### src/sv/pch_pkg.sv
`timescale 1ns / 1ps
// ----------------------------------------------------------------------------
// pch_pkg
// Shared types and constants for the printable character histogram.
// ----------------------------------------------------------------------------
package pch_pkg;

    localparam int COUNT_WIDTH_DEF = 32;
    localparam int OUT_W           = 32;
    localparam int BIN_COUNT       = 95;
    localparam int BIN_IDX_W       = 7;

    localparam logic [7:0]           PRINT_LOW  = 8'd32;
    localparam logic [7:0]           PRINT_HIGH = 8'd126;
    localparam logic [BIN_IDX_W-1:0] BIN_LAST   = BIN_IDX_W'(BIN_COUNT - 1);

    localparam logic [1:0] KIND_DATA   = 2'd0;
    localparam logic [1:0] KIND_COMMIT = 2'd1;
    localparam logic [1:0] KIND_QUERY  = 2'd2;

    localparam logic REPLY_SESSION = 1'b0;
    localparam logic REPLY_TOTAL   = 1'b1;

    typedef logic [BIN_IDX_W-1:0] t_bin_idx;

    typedef struct packed {
        logic     en;
        t_bin_idx idx;
    } t_bin_req;

    typedef enum logic [1:0] {
        ST_RUN,
        ST_WALK,
        ST_DRAIN
    } t_state;

    typedef enum logic [1:0] {
        OP_NONE,
        OP_DATA,
        OP_COMMIT,
        OP_QUERY
    } t_op;

endpackage

### src/sv/pch_bin_ram.sv
`timescale 1ns / 1ps
// ----------------------------------------------------------------------------
// pch_bin_ram
// One read, one write bin memory with registered read data. Per-entry valid
// bits make unwritten or cleared entries read as zero.
// ----------------------------------------------------------------------------
module pch_bin_ram
    import pch_pkg::*;
#(
    parameter int COUNT_WIDTH = COUNT_WIDTH_DEF
) (
    input  logic                   i_clk,
    input  logic                   i_rst_n,
    input  t_bin_req               i_rd,
    output logic [COUNT_WIDTH-1:0] o_rd_data,
    input  t_bin_req               i_wr,
    input  logic [COUNT_WIDTH-1:0] i_wr_data,
    input  logic                   i_clr
);

    logic [COUNT_WIDTH-1:0] r_mem [BIN_COUNT];
    logic [BIN_COUNT-1:0]   r_vld;
    logic [COUNT_WIDTH-1:0] r_rd_data;
    logic                   r_rd_vld;

    always_ff @(posedge i_clk) begin
        if (i_wr.en) begin
            r_mem[i_wr.idx] <= i_wr_data;
        end
        if (i_rd.en) begin
            r_rd_data <= r_mem[i_rd.idx];
        end
    end

    always_ff @(posedge i_clk) begin
        if (!i_rst_n) begin
            r_vld    <= '0;
            r_rd_vld <= 1'b0;
        end else begin
            if (i_clr) begin
                r_vld <= '0;
            end else if (i_wr.en) begin
                r_vld[i_wr.idx] <= 1'b1;
            end
            if (i_rd.en) begin
                r_rd_vld <= r_vld[i_rd.idx];
            end
        end
    end

    assign o_rd_data = r_rd_vld ? r_rd_data : '0;

endmodule

### config.mk
export PLATFORM = sky130hd
export DESIGN_NAME = pch_bin_ram
export DESIGN_NICKNAME = d
export VERILOG_FILES = /design/src/sv/pch_pkg.sv /design/src/sv/pch_bin_ram.sv
export SDC_FILE = /design/constraint.sdc
export NUM_CORES = 2
export LEC_CHECK = 0
export BUFFER_PORTS_ARGS = -buffer_cell sky130_fd_sc_hd__buf_2
export CAP_MARGIN = 20
export CORE_MARGIN = 10
export CORE_UTILIZATION = 40
export DETAILED_ROUTE_END_ITERATION = 10
export PLACE_DENSITY = 0.56
export REMOVE_ABC_BUFFERS = 1
export SKIP_CTS_REPAIR_TIMING = 1
export SLEW_MARGIN = 20
export SYNTH_ARGS = -nofsm -noshare
export SYNTH_HDL_FRONTEND = slang
export SYNTH_SLANG_ARGS = --single-unit
### constraint.sdc
create_clock -name i_clk -period 2.9 [get_ports i_clk]
set_input_delay 0.29 -clock i_clk [delete_from_list [all_inputs] [get_ports i_clk]]
set_output_delay 0.29 -clock i_clk [all_outputs]
set_load 0.05 [all_outputs]
== Yosys cells after proc, flatten, opt, wreduce, memory -nomap -nowiden ==
Memory sizes are Yosys's and may differ from the RTL's. A register that Yosys moved wholly into a read port is not among the register bits.
Cells that the tools add are included.

* Flip-flop bits (word level): 96
* RAM bits: 3040
* Input port bits: 51
* Logic and storage cells: 17
* Memories: 1

* Magnitude comparators: 3
* Multiplexer cells: 7
* Bitwise gates (word level): 2
* Reduce and logical (&&, ||, !) cells: 2

{| class="wikitable"
|+ Memory list
! memory !! depth !! width !! read ports !! clocked after memory_dff !! write ports !! line !! RTL
|-
| r_mem || 95 || 32 || 1 || 1 || 1 || pch_bin_ram.sv:21 || <nowiki>logic [COUNT_WIDTH-1:0] r_mem [BIN_COUNT];</nowiki>
|}

{| class="wikitable"
|+ Operators by type and width
! kind !! number
|-
| 95-bit OR || 1
|-
| 32-bit 2-to-1 mux || 1
|-
| 7-bit by 8-bit < comparator with 1-bit output, second input constant || 2
|-
| 1-bit binary-select mux with 7-bit select || 1
|-
| 1-bit demux with 7-bit select || 1
|-
| 7-bit by 1-bit greater-or-equal comparator with 1-bit output, second input constant || 1
|-
| 1-bit 2-to-1 mux || 4
|-
| 2-bit OR reduction || 1
|-
| 1-bit logical AND || 1
|-
| 1-bit inverter || 1
|}

== Depth between registers and ports, before layout ==
* Word-level depth: 5
* Gate-level depth with buffers: 10

== Worst setup path before layout ==
No wires, ideal clock.

* Kind: input -> register
* Start point: input port i_wr[1] (netlist name)
* End point: memory r_mem[25][0] (netlist name) (enable)
* Arrival time: 2.441 ns
* Required time: 2.477 ns
* Path slack: 0.037 ns
* Cell stages on the path: 4
* Path buffers: 0
* Cell sequence: or3b_2 inv_1 nand2_1 nor2_1

{| class="wikitable"
|+ RTL lines
! what !! line !! RTL
|-
| start, declared || pch_bin_ram.sv:16 || <nowiki>input t_bin_req i_wr,</nowiki>
|-
| end, declared || pch_bin_ram.sv:21 ||
|}

No word-level cell before the write port.

==> parameters.txt <==
Parameter                              Value

Synthesis
  Syn Area/Cell ... 24.0 µm²
  Largest area contributor in the synthesized netlist ... sky130_fd_sc_hd__edfxtp_1
  Yosys warnings ... 0
  Area share of the leading cell type in the synthesized netlist ... 0.765
  Commonest cells post-synth ... sky130_fd_sc_hd__edfxtp_1, sky130_fd_sc_hd__mux4_2, sky130_fd_sc_hd__nor2_1
  Top area cells in the synthesized netlist ... sky130_fd_sc_hd__edfxtp_1, sky130_fd_sc_hd__mux4_2, sky130_fd_sc_hd__dfxtp_1
  Ys async rst share ... 0
  Cells after synthesis ... 5,017
  Most frequent cell after synthesis ... sky130_fd_sc_hd__edfxtp_1
  Flop and latch count out of synthesis ... 3,168
  Count of unique library cells instantiated by Yosys ... 51
  Proportion of synthesized chip area in sequential cells ... 0.781
  Most used flip-flop cell after synthesis ... sky130_fd_sc_hd__edfxtp_1
  Mapped Area ... 121,000 µm²
  Number of enable-type register cells in the synthesized netlist ... 3,072

Global route
  Largest net degree at the start of global routing ... 96
  Global Route Usage Sum ... 0.214
  Number of global-route vias before repair ... 59,133
  Total grt overflow ... 0
  Antenna violations before repair ... 29
  Global-route wire length before repair ... 487 mm

Timing
  Share of the clock period used by the worst path ... 1.03
  Max-slew violation total from the final report ... 0
  Relative slew slack ... 0.218
  Worst setup margin ... -73.5 ps
  Time the final worst path needs with I/O delays and setup ... 2970 ps
  Final hold slack ... -3.54 ps
  Unrepaired setup endpoints after global routing ... false
  Count of endpoints failing setup in the final report ... 1
  Maximum clock rate ... 336 MHz
  Final Hold Vio Count ... 4
  Skew final ... 48.5 ps
  Slew at the pin closest to its max-slew limit ... 1140 ps

Placement
  Half-perimeter wire length of the detailed placement result ... 200 mm
  Count of input and output buffers ... 82
  Final weighted congestion in routability-driven placement ... 0.796
  Setup slack after placement ... -775 ps

Detailed routing
  Via density ... 5.97
  Total number of vias ... 59,267
  Per-cell routed wire length ... 35.8 µm
  Detailed-router iteration count before antenna repair ... 5
  Drt drc ... 0
  Drt first-iter violations ... 8,011
  Detailed Route WL ... 355 mm
  Antenna Nets Post-Route ... 0

Setup path
  Data arrival time of the critical path ... 3570 ps
  Reg-to-Reg End ... r_rd_data[8]
  Required arrival time at the worst endpoint ... 3490 ps
  Worst setup path startpoint ... r_mem[29][8]
  CP Max Fanout ... 1
  Reg-to-reg startpoint ... r_mem[29][8]
  Critical path class ... reg -> reg
  Worst setup EP type ... register
  Worst R2R Setup Slack ... -70 ps
  Reg2reg path depth ... 5
  Setup crit start kind ... register
  Capturing element of the worst setup path ... r_rd_data[8]

Clock network
  CTS Buf Count ... 329
  Clock tree from TritonCTS ... done
  Number of H-tree levels ... 5
  Deepest clock path buffer count ... 4
  Total clock sinks ... 3,168
  Clock transition at the register clock pins on the worst setup and hold paths after CTS ... 60 ps
  Root cell of the clock tree ... sky130_fd_sc_hd__clkbuf_16
  Clock insertion delay at the later pin of the skew report ... 890 ps

Floorplanning
  Initial core utilization ... 0.402
  Area of the die ... 324,000 µm²
  Standard-cell row count ... 201
  Core Area ... 300,000 µm²
  Horizontal die dimension ... 569 µm
  Height of the die ... 569 µm
  Number of placed I/O pins ... 83

Cells and area
  Fraction of layout instances using a drive strength above 1 ... 0.354
  Area growth from synthesis to final layout ... 18.2%
  Net total in the final layout ... 5,750
  Final design utilization ... 0.475

Outcome
  Result of the run ... finished with violations
  Violations in the final reports ... hold timing, setup timing

Hold path
  Worst hold-check path type ... in -> reg

Pwr
  Max rail drop VDD ... 0.523 mV
  Standby leakage power ... 44.7 nW
  Ratio of total power to cell area ... 680 nW/µm²

Job
  Max_cap viols ... 0
-- metal layers --
metal / vias up / GRT usage / routed length [µm]
met5: - / 0 / 34
met4: 6 / 0.0598 / 10900
met3: 496 / 0.0381 / 29100
li1: 23060 / - / -
met2: 2833 / 0.343 / 170000
met1: 32872 / 0.305 / 146000
-- how the worst min path moves through the flow --
stage	slack, ps	to	from	depth (start not counted)
after detailed placement	450	r_vld[86]	r_vld[86]	1
after CTS	-270	r_rd_vld	i_rst_n	3
after global placement	440	r_vld[44]	r_vld[44]	1
after global routing	20	r_mem[78][25]	i_wr_data[25]	2
after floorplan	390	r_mem[0][0]	i_wr_data[0]	0
final	-4	r_mem[69][28]	i_wr_data[28]	1
-- state kept, by name, summed over array words and instances, names as in the netlist --
| signal | flops |
|---|---|
| r_rd_data | 32 |
| r_rd_vld | 1 |
| r_mem | 3040 |
| r_vld | 95 |
-- where the power goes --
part	switching, mW	internal [mW]	total [mW]
Sequential	0.0876	50.4	50.5
Clock	17.5	23.8	41.3
Combinational	2.99	2.11	5.10
Total	20.6	76.3	96.9
-- critical path, cell delays in order (launching register included) --
cell	delay, ps
sky130_fd_sc_hd__edfxtp_1	380
sky130_fd_sc_hd__mux4_2	480
sky130_fd_sc_hd__mux4_2	510
sky130_fd_sc_hd__a2111oi_0	1020
sky130_fd_sc_hd__buf_4	250
sky130_fd_sc_hd__a22oi_1	70
-- area by class of cell --
cell class | instances | area (µm²)
Sequential cell | 3168 | 94200
Inverter | 5 | 33.8
Fill cell | 24116 | 158000
Tap cell | 3958 | 4950
Timing Repair Buffer | 617 | 7120
Clock buffer | 406 | 8680
Multi-Input combinational cell | 1578 | 25800
Clock inverter | 181 | 1720
Antenna cell | 12 | 30.0
-- cells by family after synthesis --
logic type             count (synthesis)  synth area share
flip-flops                          3168             0.781
multiplexers                        1023             0.182
AND/OR/NAND/NOR                      302            0.0115
buffers and inverters                271            0.0109
AO/OA/AOI/OAI                        253            0.0148
-- cells in the final DEF, fill, tap and decap left out, types with 5 or more instances in the layout --
cell	n
sky130_fd_sc_hd__edfxtp_1	3072
sky130_fd_sc_hd__o21ai_0	33
sky130_fd_sc_hd__clkinv_1	65
sky130_fd_sc_hd__a32oi_1	8
sky130_fd_sc_hd__nor2_1	16
sky130_fd_sc_hd__inv_6	12
sky130_fd_sc_hd__and2_1	37
sky130_fd_sc_hd__mux2i_1	80
sky130_fd_sc_hd__a22oi_1	21
sky130_fd_sc_hd__o21a_1	96
sky130_fd_sc_hd__a21oi_1	15
sky130_fd_sc_hd__diode_2	12
sky130_fd_sc_hd__buf_12	201
sky130_fd_sc_hd__buf_2	59
sky130_fd_sc_hd__nor4_1	6
sky130_fd_sc_hd__mux4_2	932
sky130_fd_sc_hd__clkinvlp_4	8
sky130_fd_sc_hd__a211oi_1	9
sky130_fd_sc_hd__buf_4	335
sky130_fd_sc_hd__mux2_2	11
sky130_fd_sc_hd__clkinv_2	57
sky130_fd_sc_hd__dfxtp_1	95
sky130_fd_sc_hd__nor2_4	96
sky130_fd_sc_hd__nor3_1	8
sky130_fd_sc_hd__dlygate4sd3_1	15
sky130_fd_sc_hd__o221ai_1	5
sky130_fd_sc_hd__o211ai_1	6
sky130_fd_sc_hd__clkbuf_16	334
sky130_fd_sc_hd__clkbuf_8	5
sky130_fd_sc_hd__a31oi_1	5
sky130_fd_sc_hd__nand2_1	85
sky130_fd_sc_hd__clkbuf_1	67
sky130_fd_sc_hd__nand3_1	17
sky130_fd_sc_hd__a221oi_1	9
sky130_fd_sc_hd__nor2b_1	14
sky130_fd_sc_hd__o22ai_1	24
sky130_fd_sc_hd__bufinv_16	28
-- stage by stage --
step	area [µm²]	hold WS [ps]	power [mW]	cells	TNS [ps]
finish	143000	-3.54	96.9	9925	-73.5
floorplan	119000	389	53.3	4751	-132450
global route	143000	16.6	99.6	9916	0
detailed placement	132000	448	56.6	9308	-6900
global placement	132000	440	56.5	9308	-7860
CTS	142000	-270	97.6	9895	-172
Power figures use the tool's default switching activity.
